`config.mk`:
```
export PLATFORM = sky130hd
export DESIGN_NAME = framed_manchester_beacon_tx
export DESIGN_NICKNAME = d
export VERILOG_FILES = /design/src/hw/rtl/bcn_pkg.sv /design/src/hw/rtl/bcn_ram.sv /design/src/hw/rtl/bcn_core.sv /design/src/hw/rtl/framed_manchester_beacon_tx.sv
export SDC_FILE = /design/constraint.sdc
export NUM_CORES = 2
export LEC_CHECK = 0
export ABC_CLOCK_PERIOD_IN_PS = 5500
export BUFFER_PORTS_ARGS = -buffer_cell sky130_fd_sc_hd__buf_2
export CAP_MARGIN = 15
export CORE_UTILIZATION = 45
export DETAILED_ROUTE_END_ITERATION = 16
export PLACE_DENSITY = 0.63
export SYNTH_ARGS = -nofsm -noshare
export SYNTH_HDL_FRONTEND = slang
export SYNTH_SLANG_ARGS = --single-unit
```
`constraint.sdc`:
```
create_clock -name clk -period 5.5 [get_ports clk]
set_input_delay 1.1 -clock clk [delete_from_list [all_inputs] [get_ports clk]]
set_output_delay 1.1 -clock clk [all_outputs]
set_load 0.02 [all_outputs]
```
`src/hw/rtl/bcn_pkg.sv`:
```
package bcn_pkg;

  // payload store geometry
  localparam int MAX_PAYLOAD = 128;
  localparam int PAY_AW      = $clog2(MAX_PAYLOAD);
  localparam int CNT_W       = $clog2(MAX_PAYLOAD + 1);
  localparam int POS_W       = $clog2(MAX_PAYLOAD + 7);

  // frame layout: 5 header bytes, payload, 1 trailer byte
  localparam int HDR_LEN     = 5;
  localparam int FRAME_EXTRA = 6;

  localparam logic [7:0] SYNC_BYTE = 8'hAA;
  localparam logic [7:0] SFD_BYTE  = 8'hD5;
  localparam logic [7:0] STX_BYTE  = 8'h02;
  localparam logic [7:0] ETX_BYTE  = 8'h03;

  // timing
  localparam int TICK_W          = 24;
  localparam int SLOT_W          = 13;
  localparam int HALF_W          = 5;
  localparam int SENT_W          = 20;
  localparam int HALVES_PER_BYTE = 20;
  localparam int LEAD_MULT       = 30;
  localparam int GAP_MULT        = 10;

  // configuration registers
  localparam int CFG_IDX_W  = 1;
  localparam int CFG_DATA_W = 24;
  localparam logic [CFG_IDX_W-1:0] CFG_HALF_BIT_TICKS = 1'b0;
  localparam logic [CFG_IDX_W-1:0] CFG_PACKET_LIMIT   = 1'b1;
  localparam logic [TICK_W-1:0] HALF_BIT_TICKS_RST = 24'd4000;
  localparam logic [SENT_W-1:0] PACKET_LIMIT_RST   = 20'd100000;

  typedef enum logic [1:0] {
    OP_LOAD  = 2'd0,
    OP_START = 2'd1,
    OP_TICK  = 2'd2
  } op_t;

  typedef enum logic [4:0] {
    PH_LOADING = 5'b00001,
    PH_LEAD    = 5'b00010,
    PH_SEND    = 5'b00100,
    PH_GAP     = 5'b01000,
    PH_DONE    = 5'b10000
  } phase_t;

  typedef struct packed {
    logic              line_level;
    logic              sending;
    logic              finished;
    logic [SENT_W-1:0] packets_done;
  } result_t;

endpackage

```
`src/hw/rtl/bcn_ram.sv`:
```
module bcn_ram #(
  parameter int WIDTH = 8,
  parameter int DEPTH = 128,
  localparam int AW   = $clog2(DEPTH)
) (
  input  logic             clk,
  input  logic             wr_en,
  input  logic [AW-1:0]    wr_addr,
  input  logic [WIDTH-1:0] wr_data,
  input  logic [AW-1:0]    rd_addr,
  output logic [WIDTH-1:0] rd_data
);

  logic [WIDTH-1:0] mem [DEPTH];

  always_ff @(posedge clk) begin
    if (wr_en) begin
      mem[wr_addr] <= wr_data;
    end
    rd_data <= mem[rd_addr];
  end

endmodule

```
`src/hw/rtl/bcn_core.sv`:
```
module bcn_core (
  input  logic                          clk,
  input  logic                          rst,
  input  logic                          step,
  input  logic [1:0]                    op,
  input  logic [7:0]                    data_byte,
  input  logic                          cfg_wen,
  input  logic [bcn_pkg::CFG_IDX_W-1:0] cfg_addr,
  input  logic [bcn_pkg::CFG_DATA_W-1:0] cfg_wdata,
  output bcn_pkg::result_t              result
);
  import bcn_pkg::*;

  // configuration
  logic [TICK_W-1:0] half_bit_ticks;
  logic [SENT_W-1:0] packet_limit;

  // state
  phase_t            phase, phase_next;
  logic [CNT_W-1:0]  payload_count, payload_count_next;
  logic [TICK_W-1:0] tick_in_slot, tick_in_slot_next;
  logic [SLOT_W-1:0] slot_count, slot_count_next;
  logic [POS_W-1:0]  byte_position, byte_position_next;
  logic [HALF_W-1:0] half_position, half_position_next;
  logic [SENT_W-1:0] sent_count, sent_count_next;
  logic              level_reg, level_reg_next;
  logic [7:0]        cur_byte, cur_byte_next;

  // store
  logic              wr_en;
  logic [PAY_AW-1:0] rd_addr;
  logic [7:0]        rd_data;

  // datapath
  logic [TICK_W-1:0] tick_inc, h_eff;
  logic              slot_end;
  logic [POS_W-1:0]  frame_len, nb_pos;
  logic [SLOT_W-1:0] wait_slots, slot_inc;
  logic [HALF_W-1:0] half_inc;
  logic [SENT_W-1:0] sent_inc;
  logic [7:0]        next_byte;

  function automatic logic half_level(input logic [7:0] value, input logic [HALF_W-1:0] half);
    logic [HALF_W-1:0] rel;
    logic              b;
    rel = half - HALF_W'(2);
    b   = value[rel[3:1]];
    if (half == HALF_W'(0))                    return 1'b1;
    else if (half == HALF_W'(1))               return 1'b0;
    else if (half == HALF_W'(HALVES_PER_BYTE - 2)) return 1'b0;
    else if (half >= HALF_W'(HALVES_PER_BYTE - 1)) return 1'b1;
    else if (!half[0])                         return ~b;
    else                                       return b;
  endfunction

  // the store is read at the address of the payload byte that follows the current one
  assign rd_addr = PAY_AW'(byte_position - POS_W'(HDR_LEN - 1));

  bcn_ram #(.WIDTH(8), .DEPTH(MAX_PAYLOAD)) u_ram (
    .clk     (clk),
    .wr_en   (wr_en),
    .wr_addr (PAY_AW'(payload_count)),
    .wr_data (data_byte),
    .rd_addr (rd_addr),
    .rd_data (rd_data)
  );

  always_comb begin
    tick_inc   = tick_in_slot + TICK_W'(1);
    h_eff      = (half_bit_ticks == '0) ? TICK_W'(1) : half_bit_ticks;
    slot_end   = (tick_inc >= h_eff);
    frame_len  = POS_W'(payload_count) + POS_W'(FRAME_EXTRA);
    wait_slots = (phase == PH_LEAD) ? SLOT_W'(LEAD_MULT) * SLOT_W'(frame_len)
                                    : SLOT_W'(GAP_MULT) * SLOT_W'(frame_len);
    slot_inc   = slot_count + SLOT_W'(1);
    half_inc   = half_position + HALF_W'(1);
    sent_inc   = sent_count + SENT_W'(1);
    nb_pos     = byte_position + POS_W'(1);

    if (nb_pos < POS_W'(3))                         next_byte = SYNC_BYTE;
    else if (nb_pos == POS_W'(3))                   next_byte = SFD_BYTE;
    else if (nb_pos == POS_W'(4))                   next_byte = STX_BYTE;
    else if (nb_pos + POS_W'(1) >= frame_len)       next_byte = ETX_BYTE;
    else                                            next_byte = rd_data;

    phase_next         = phase;
    payload_count_next = payload_count;
    tick_in_slot_next  = tick_in_slot;
    slot_count_next    = slot_count;
    byte_position_next = byte_position;
    half_position_next = half_position;
    sent_count_next    = sent_count;
    level_reg_next     = level_reg;
    cur_byte_next      = cur_byte;
    wr_en              = 1'b0;

    if (step) begin
      case (op_t'(op))
        OP_LOAD: begin
          if (phase == PH_LOADING && payload_count < CNT_W'(MAX_PAYLOAD)) begin
            wr_en              = 1'b1;
            payload_count_next = payload_count + CNT_W'(1);
          end
        end
        OP_START: begin
          if (phase == PH_LOADING) begin
            phase_next        = PH_LEAD;
            tick_in_slot_next = '0;
            slot_count_next   = '0;
          end
        end
        OP_TICK: begin
          case (phase)
            PH_LEAD, PH_GAP: begin
              tick_in_slot_next = slot_end ? '0 : tick_inc;
              if (slot_end) begin
                slot_count_next = slot_inc;
                if (slot_inc >= wait_slots) begin
                  slot_count_next    = '0;
                  byte_position_next = '0;
                  half_position_next = '0;
                  phase_next         = PH_SEND;
                  level_reg_next     = 1'b1;
                  cur_byte_next      = SYNC_BYTE;
                end
              end
            end
            PH_SEND: begin
              tick_in_slot_next = slot_end ? '0 : tick_inc;
              if (slot_end) begin
                if (half_inc >= HALF_W'(HALVES_PER_BYTE)) begin
                  half_position_next = '0;
                  if (nb_pos >= frame_len) begin
                    // last half-bit of trailer done: packet complete
                    byte_position_next = '0;
                    sent_count_next    = sent_inc;
                    slot_count_next    = '0;
                    phase_next         = (sent_inc >= packet_limit) ? PH_DONE : PH_GAP;
                  end else begin
                    byte_position_next = nb_pos;
                    cur_byte_next      = next_byte;
                    level_reg_next     = 1'b1;
                  end
                end else begin
                  half_position_next = half_inc;
                  level_reg_next     = half_level(cur_byte, half_inc);
                end
              end
            end
            default: begin
            end
          endcase
        end
        default: begin
        end
      endcase
    end

    result.line_level   = level_reg_next;
    result.sending      = (phase_next == PH_SEND);
    result.finished     = (phase_next == PH_DONE);
    result.packets_done = sent_count_next;
  end

  always_ff @(posedge clk) begin
    if (rst) begin
      half_bit_ticks <= HALF_BIT_TICKS_RST;
      packet_limit   <= PACKET_LIMIT_RST;
    end else if (cfg_wen) begin
      case (cfg_addr)
        CFG_HALF_BIT_TICKS: half_bit_ticks <= cfg_wdata[TICK_W-1:0];
        CFG_PACKET_LIMIT:   packet_limit   <= cfg_wdata[SENT_W-1:0];
        default: begin
        end
      endcase
    end
  end

  always_ff @(posedge clk) begin
    if (rst) begin
      phase         <= PH_LOADING;
      payload_count <= '0;
      tick_in_slot  <= '0;
      slot_count    <= '0;
      byte_position <= '0;
      half_position <= '0;
      sent_count    <= '0;
      level_reg     <= 1'b0;
    end else begin
      phase         <= phase_next;
      payload_count <= payload_count_next;
      tick_in_slot  <= tick_in_slot_next;
      slot_count    <= slot_count_next;
      byte_position <= byte_position_next;
      half_position <= half_position_next;
      sent_count    <= sent_count_next;
      level_reg     <= level_reg_next;
    end
  end

  always_ff @(posedge clk) begin
    cur_byte <= cur_byte_next;
  end

  a_send_pos: assert property (@(posedge clk) disable iff (rst)
    phase == PH_SEND |-> half_position < HALF_W'(HALVES_PER_BYTE) && byte_position < frame_len)
    else $error("send position out of frame");

  a_idle_level: assert property (@(posedge clk) disable iff (rst)
    (phase == PH_GAP || phase == PH_DONE) |-> level_reg)
    else $error("line not held high after packet");

  a_sent_step: assert property (@(posedge clk) disable iff (rst)
    !$stable(sent_count) |-> $past(phase) == PH_SEND && sent_count == $past(sent_count) + SENT_W'(1))
    else $error("packet count moved outside a packet end");

  a_done_sticky: assert property (@(posedge clk) disable iff (rst)
    phase == PH_DONE |=> phase == PH_DONE && $stable(level_reg))
    else $error("left finished state");

endmodule

```
`src/hw/rtl/framed_manchester_beacon_tx.sv`:
```
// Periodic Manchester beacon transmitter.
//
// Input stream (s_*): each transaction carries a command in s_tuser
// (0 load payload byte, 1 start, 2 time tick) and the payload byte in
// s_tdata. Load bytes first (up to 128; extra loads are dropped), then
// start. Ticks then drive the schedule: a lead wait of 30*L half-bits,
// packets of L bytes (AA AA AA D5 02, payload, 03) at 20 half-bits per
// byte, and gaps of 10*L half-bits, until packet_limit packets are sent.
//
// Output stream (m_*): exactly one result transaction per input
// transaction, showing the line state after that command. The result is
// registered; throughput is one transaction per cycle while m_tready is
// high. The state update is one pass of counter logic; the next payload
// byte is prefetched from the store's registered read port.
//
// Config port: cfg_wen writes cfg_wdata into register cfg_addr
// (0 half_bit_ticks, 1 packet_limit); write only while idle.
// Reset clears all control state and restores the register defaults
// (4000 and 100000); the store needs no clearing. When m_tready is low,
// s_tready drops once the result register holds an untaken result.
module framed_manchester_beacon_tx (
  input  logic                           clk,
  input  logic                           rst,
  input  logic                           s_tvalid,
  output logic                           s_tready,
  input  logic [7:0]                     s_tdata,   // [7:0] data_byte
  input  logic [1:0]                     s_tuser,   // [1:0] op
  output logic                           m_tvalid,
  input  logic                           m_tready,
  // [0] line_level, [1] sending, [2] finished, [22:3] packets_done, [23] zero
  output logic [23:0]                    m_tdata,
  input  logic                           cfg_wen,
  input  logic [bcn_pkg::CFG_IDX_W-1:0]  cfg_addr,
  input  logic [bcn_pkg::CFG_DATA_W-1:0] cfg_wdata
);
  import bcn_pkg::*;

  logic    accept;
  result_t result;

  // the result register frees up in the same cycle it is drained
  assign s_tready = !m_tvalid || m_tready;
  assign accept   = s_tvalid && s_tready;

  bcn_core u_core (
    .clk       (clk),
    .rst       (rst),
    .step      (accept),
    .op        (s_tuser),
    .data_byte (s_tdata),
    .cfg_wen   (cfg_wen),
    .cfg_addr  (cfg_addr),
    .cfg_wdata (cfg_wdata),
    .result    (result)
  );

  always_ff @(posedge clk) begin
    if (rst) begin
      m_tvalid <= 1'b0;
    end else if (s_tready) begin
      m_tvalid <= s_tvalid;
    end
  end

  always_ff @(posedge clk) begin
    if (accept) begin
      m_tdata <= {1'b0, result.packets_done, result.finished, result.sending,
                  result.line_level};
    end
  end

endmodule

```
Word level (Yosys, flattened, before mapping)
Memory sizes are Yosys's and may differ from the RTL's. A register that Yosys moved wholly into a read port is not among the register bits.
Index checks and enable logic that the tools add are counted.
{"block": "word_totals", "reg_bits": 160, "elab_cells": 152, "memories": 1, "out_inout_bits": 26, "mem_bits_rw": 1024}
{"name": "u_core.u_ram.mem", "words": 128, "width": 8, "rd": 1, "rd_ports_with_merged_regs": 1, "write_ports": 1, "line_no": "bcn_ram.sv:14", "rtl": "logic [WIDTH-1:0] mem [DEPTH];"}
{"block": "op_classes", "mul": 2, "bitwise": 2, "mux": 71, "reduce_logical": 19, "eq_ne": 24, "magnitude_cmp": 10, "add_sub_neg": 10}
{"operator": "2-to-1 mux 20 bit", "count": 6}
{"operator": "2-to-1 mux 8 bit", "count": 14}
{"operator": "2-to-1 mux 24 bit", "count": 4}
{"operator": "2-to-1 mux 13 bit", "count": 7}
{"operator": "2-to-1 mux 5 bit", "count": 12}
{"operator": "one-hot mux 13 bit (2 select lines)", "count": 2}
{"operator": "one-hot mux 24 bit (2 select lines)", "count": 1}
{"operator": "one-hot mux 8 bit (2 select lines)", "count": 2}
{"operator": "one-hot mux 5 bit (2 select lines)", "count": 3}
{"operator": "adder 24 x 1 -> 24 bit, second input constant", "count": 1}
{"operator": "adder 8 x 1 -> 8 bit, second input constant", "count": 3}
{"operator": ">= comparator 24 bit", "count": 1}
{"operator": "logical NOT 24 bit", "count": 1}
{"operator": "adder 20 x 1 -> 20 bit, second input constant", "count": 1}
{"operator": ">= comparator 20 bit", "count": 1}
{"operator": "2-to-1 mux 1 bit", "count": 18}
{"operator": ">= comparator 8 bit", "count": 2}
{"operator": "AND reduction 8 bit", "count": 2}
{"operator": "inequality test 3 x 2 -> 1 bit, second input constant", "count": 5}
{"operator": "adder 13 x 1 -> 13 bit, second input constant", "count": 1}
{"operator": ">= comparator 13 bit", "count": 1}
{"operator": "multiplier 4 x 8 -> 12 bit, first input constant", "count": 1}
{"operator": "multiplier 3 x 8 -> 11 bit, first input constant", "count": 1}
{"operator": "== test 5 x 1 -> 1 bit, second input constant", "count": 2}
{"operator": "other kinds (34)", "count": 46}

Logic depth before layout (Yosys ltp)
{"block": "depth", "depth_word": 15, "mapped_depth": 27, "depth_no_buf": 25}

Modules after synthesis
A second synthesis with hierarchy kept.
{"block": "hier_totals", "cells_unflattened": 2918, "hier_area_um2": 50637.3}
{"module": "bcn_ram", "instances": 1, "cells_each": 1635, "seq_area_each_um2": 30909.6, "area_per_inst_um2": 39665.5}
{"module": "bcn_core", "instances": 1, "cells_each": 1253, "seq_area_each_um2": 2802.7, "area_per_inst_um2": 10214.8}
{"module": "framed_manchester_beacon_tx", "instances": 1, "cells_each": 30, "seq_area_each_um2": 710.7, "area_per_inst_um2": 757.0}

Least setup slack after synthesis
Ideal clock, no wire load.
{"block": "synth_timing", "path_type": "reg2reg", "start": "register u_core.payload_count[1]", "end": "register u_core.cur_byte[0], enable pin", "setup_time_ns": 0.375, "t_required_ns": 5.125, "setup_slack_ns": -0.258, "period_less_slack_ns": 5.758, "stages_incl_launch_ff": 26, "t_arrival_ns": 5.382, "path_cell_list": "dfxtp_1 buf_6 inv_1 ha_1 xor2_1 inv_1 ha_1 xnor2_1 fa_1 inv_1 ha_1 o21ai_0 nand2b_1 a21o_1 a21oi_1 o21ai_0 xnor2_1 o22a_1 ha_1 a21oi_1 a21boi_0 or3_1 a21oi_1 or2_1 clkbuf_1 a21oi_1"}
{"block": "synth_via", "elab_chain_cells": 6}
{"item": "from (decl)", "line_no": "bcn_core.sv:20", "rtl": "logic [CNT_W-1:0] payload_count, payload_count_next;"}
{"item": "from (signal assigned)", "line_no": "bcn_core.sv:191", "rtl": "payload_count <= payload_count_next;"}
{"item": "adder 8 x 3 -> 8 bit (*)", "line_no": "bcn_core.sv:72", "rtl": "frame_len = POS_W'(payload_count) + POS_W'(FRAME_EXTRA);"}
{"item": "multiplier 3 x 8 -> 11 bit / multiplier 4 x 8 -> 12 bit (equally long branches)", "line_no": "bcn_core.sv:74, bcn_core.sv:73"}
{"item": "2-to-1 mux 13 bit", "line_no": "bcn_core.sv:73", "rtl": "wait_slots = (phase == PH_LEAD) ? SLOT_W'(LEAD_MULT) * SLOT_W'(frame_len)"}
{"item": ">= comparator 13 bit", "line_no": "bcn_core.sv:118", "rtl": "if (slot_inc >= wait_slots) begin"}
{"item": "inequality test 2 x 1 -> 1 bit (no line)"}
{"item": "AND reduction 8 bit (no line) (*)"}
{"item": "to (signal assigned)", "line_no": "bcn_core.sv:202", "rtl": "cur_byte <= cur_byte_next;"}
{"item": "to (decl)", "line_no": "bcn_core.sv:27", "rtl": "logic [7:0] cur_byte, cur_byte_next;"}
Every way passes the cells marked *; elsewhere a longest branch is shown, timed or not.
A chain may end at the register's enable or synchronous reset.

==> run metrics <==
status finished, final reports clean; core area roughly 0.11 sq mm; post-route minimum period roughly 5.3 ns; most flop-heavy register u_core.u_ram.mem; Post-Synth Simple-Gate Area 5.90%; most common cell after layout, fill and taps aside edfxtp_1; area delta synth->final 12.5%; Post-Route Skew 0.0554 ns; Syn Std Cell Area between 0.05 and 0.06 sq mm; first-pass GRT wire length 173 mm; clk_lat worst skew 0.73 ns; Critical R2R Launch u_core.payload_count[1]; sequential area share after synthesis 68.1%; dominant cell type by area after synthesis edfxtp_1; most frequent cells in the layout 1055 x edfxtp_1, 338 x mux4_2, 223 x nor2_1; final slew viol count 0; post-detailed-route count of antenna-violating nets 0; Register Area roughly 0.034 sq mm; clock sinks 1192; nets 3216; Multi-input gate area 0.0154 sq mm; gr ovfl total 0; CTS Root Cell clkbuf_16; Gate Count Post-Synth 2941; Largest regs u_core.u_ram.mem: 1024 flops, u_core.half_bit_ticks: 24 flops, u_core.tick_in_slot: 24 flops; R2R setup slack 0.24 ns; Tcrit/Tclk final a little over nine tenths; critical path class flop to flop; Die ar. 0.114 sq mm; post-synthesis compound-gate area fraction 3.12%; EDFF count, synth approximately 1100; routability congestion estimate 0.842; family with the most delay on the worst path adder cells; routed via count 26800; largest cells by area after synthesis edfxtp_1 63%, mux4_2 15%, dfxtp_1 5.4%; #FFs+latches synth 1192; Largest stage delay, worst path 0.56 ns; Post-CTS Hold Fix Bufs 0; power density over cell area 325 mW/mm^2; Placement Setup Slack -0.173 ns; Relative slew margins a little under a quarter; hold path depth 2; YS warnings 0; Die Y-Extent 337 um; worst hold path startpoint u_core.slot_count[12]; number of fill cells in the layout just under 9000; syn avg cell area between 15 and 20 sq um; Std-Cell Rows 122; Least-Margin Pin Slew 1.16 ns; Worst Path Required 5.93 ns; multiplexer area fraction after synthesis 15.4%; VDD IR max 0.241 mV; worst hold path type flop to flop; setup_tns 0 ns; clock slew at reported path FFs 0.06 ns; I/O Buffers between 60 and 70; Mapped Nets 3114; initial antenna violation count 2; post-route cell area between 0.05 and 0.06 sq mm; Final Hold Viols 0; largest family of logic cells by synthesized area multiplexers; DR WL/cell approximately 25 um; Worst Setup Slack, final 0.236 ns; Die Wd ~340 um; MaxCap Viol Count 0; TritonCTS buffer count 119; hold path endpoint u_core.slot_count[12]; synth unique cells 74; xor-xnor portion of the synthesized cell area 2.04%; drt drc 0; kind of end point of the critical path flop; Iter 0 DRT Violations 2582; Buffers & Inverters on Critical Path 5; # diodes 0; vias per cell 5.79; Clock Path Buffers 3; final setup fails 0; Fmax 0.190 GHz; post-synth top area share 62.6%; number of flip-flops in the largest register 1024; share of flip-flops with an asynchronous set or reset 0%; CP Max Fanout 4; largest net degree at the start of global routing 178; initial cell density of the core a little under half; worst r2r path cells 25; GR Util All Layers between 20% and 30%; main flop type after synthesis edfxtp_1; vias in the first global route 27200; Crit path depth 25; CTS tree done; share of cells above drive strength 1 22.5%; WP data arrival 5.70 ns; final WL 115 mm; Post-DP Area 0.0527 sq mm; HPWL Detailed 71.3 mm; CP Launch Type flop; CP max stage cell fa_1; H-tree depth 3; total iterations of the first detailed-routing run 5; P_leak 18.5 nW; Worst R2R End m_tdata[2]; Top Ports 66; Synth Area in Adders 3.46%
[what timing repair did]
action                                  4_1_cts  5_1_grt
gates cloned                                  0        1
pin swaps                                     0        9
endpoints found under the setup margin       30       36
endpoints found under the hold margin         0        0
buffers inserted                              0        9
resized for setup                             7       33
[power breakdown]
group	total (mW)	switching, mW	internal (mW)
clock	8.18	3.46	4.73
combinational	0.431	0.312	0.119
sequential	9.88	0.0189	9.86
total	18.5	3.79	14.7
[worst reg2reg max path, stage by stage, from the launching register on]
cell and delay (ns):
dfxtp_2 0.35, inv_4 0.06, ha_4 0.29, clkinvlp_4 0.14, ha_4 0.29, inv_1 0.05, fa_1 0.56, inv_1 0.06
ha_1 0.27, a21o_1 0.19, a21oi_2 0.15, nor2b_1 0.06, o21a_1 0.19, o41ai_2 0.20, buf_4 0.16, o21ai_1 0.07
xor2_1 0.14, nand2b_1 0.08, ha_1 0.30, a21boi_2 0.17, or3_4 0.38, a21oi_4 0.14, nand2b_1 0.14, o311ai_2 0.10
nand3_1 0.18, and4bb_2 0.26
[kinds of logic after synthesis]
kind of cell / after synthesis
other: 1
muxes: 356
adders and majority gates: 134
DFF: 1192
and+or+nand+nor: 636
buffers and inverters: 250
AOI/OAI and AO/OA: 255
xor gates and xnor gates: 117
[cells in the mapped netlist (all sizes together), types with 5 or more instances]
| master | n |
|---|---|
| edfxtp | 1055 |
| mux4 | 338 |
| nor2 | 224 |
| nand2 | 171 |
| dfxtp | 137 |
| ha | 123 |
| a21oi | 104 |
| inv | 104 |
| clkbuf | 102 |
| o21ai | 60 |
| xnor2 | 60 |
| xor2 | 57 |
| nand3 | 46 |
| buf | 44 |
| and2 | 33 |
| nor4 | 33 |
| nor3 | 23 |
| a21o | 22 |
| and3 | 21 |
| nand2b | 17 |
| nand3b | 17 |
| nand4 | 16 |
| o211ai | 16 |
| nor2b | 15 |
| fa | 10 |
| mux2 | 10 |
| mux2i | 8 |
| o21a | 7 |
| or3 | 7 |
| a31oi | 5 |
| and4 | 5 |
| o41ai | 5 |
[stage by stage]
step	power, mW	cells	hold WS, ns	util [%]
2_1_floorplan	10.3	2941	0.430	-
3_3_place_gp	10.5	4399	0.439	47.5
3_5_place_dp	10.5	4399	0.453	47.5
4_1_cts	18.6	4620	0.461	51.1
5_1_grt	19.0	4631	0.472	51.3
6_report	18.5	4631	0.460	51.3
[layer usage]
layer	up-vias	routed length (um)	global-route usage, %
met5	-	0	0
met4	0	2470	5.84
met3	153	6710	2.85
met2	866	56300	33.1
met1	14100	49400	29.1
li1	11700	-	-
[worst max-delay path by stage]
stage                                   end                    start  slack (ns)
floorplan                        m_tdata[2]  u_core.payload_count[1]        0.02
global placement                 m_tdata[1]  u_core.payload_count[2]        0.01
detailed placement               m_tdata[1]  u_core.payload_count[2]       -0.17
CTS                              m_tdata[2]  u_core.payload_count[2]       0.007
global route        u_core.half_position[3]  u_core.payload_count[1]      -0.009
finish                           m_tdata[2]  u_core.payload_count[1]        0.24
[cell type report]
type,instances,share of cell area [%]
Sequential cell,1192,60.5
Inverter,104,0.697
Clock buffer,146,5.60
Timing Repair Buffer,126,1.52
Tap cell,1488,3.27
Clock inverter,75,1.37
Multi-Input combinational cell,1500,27.0
Note: power is estimated with default switching activity, not from simulation.
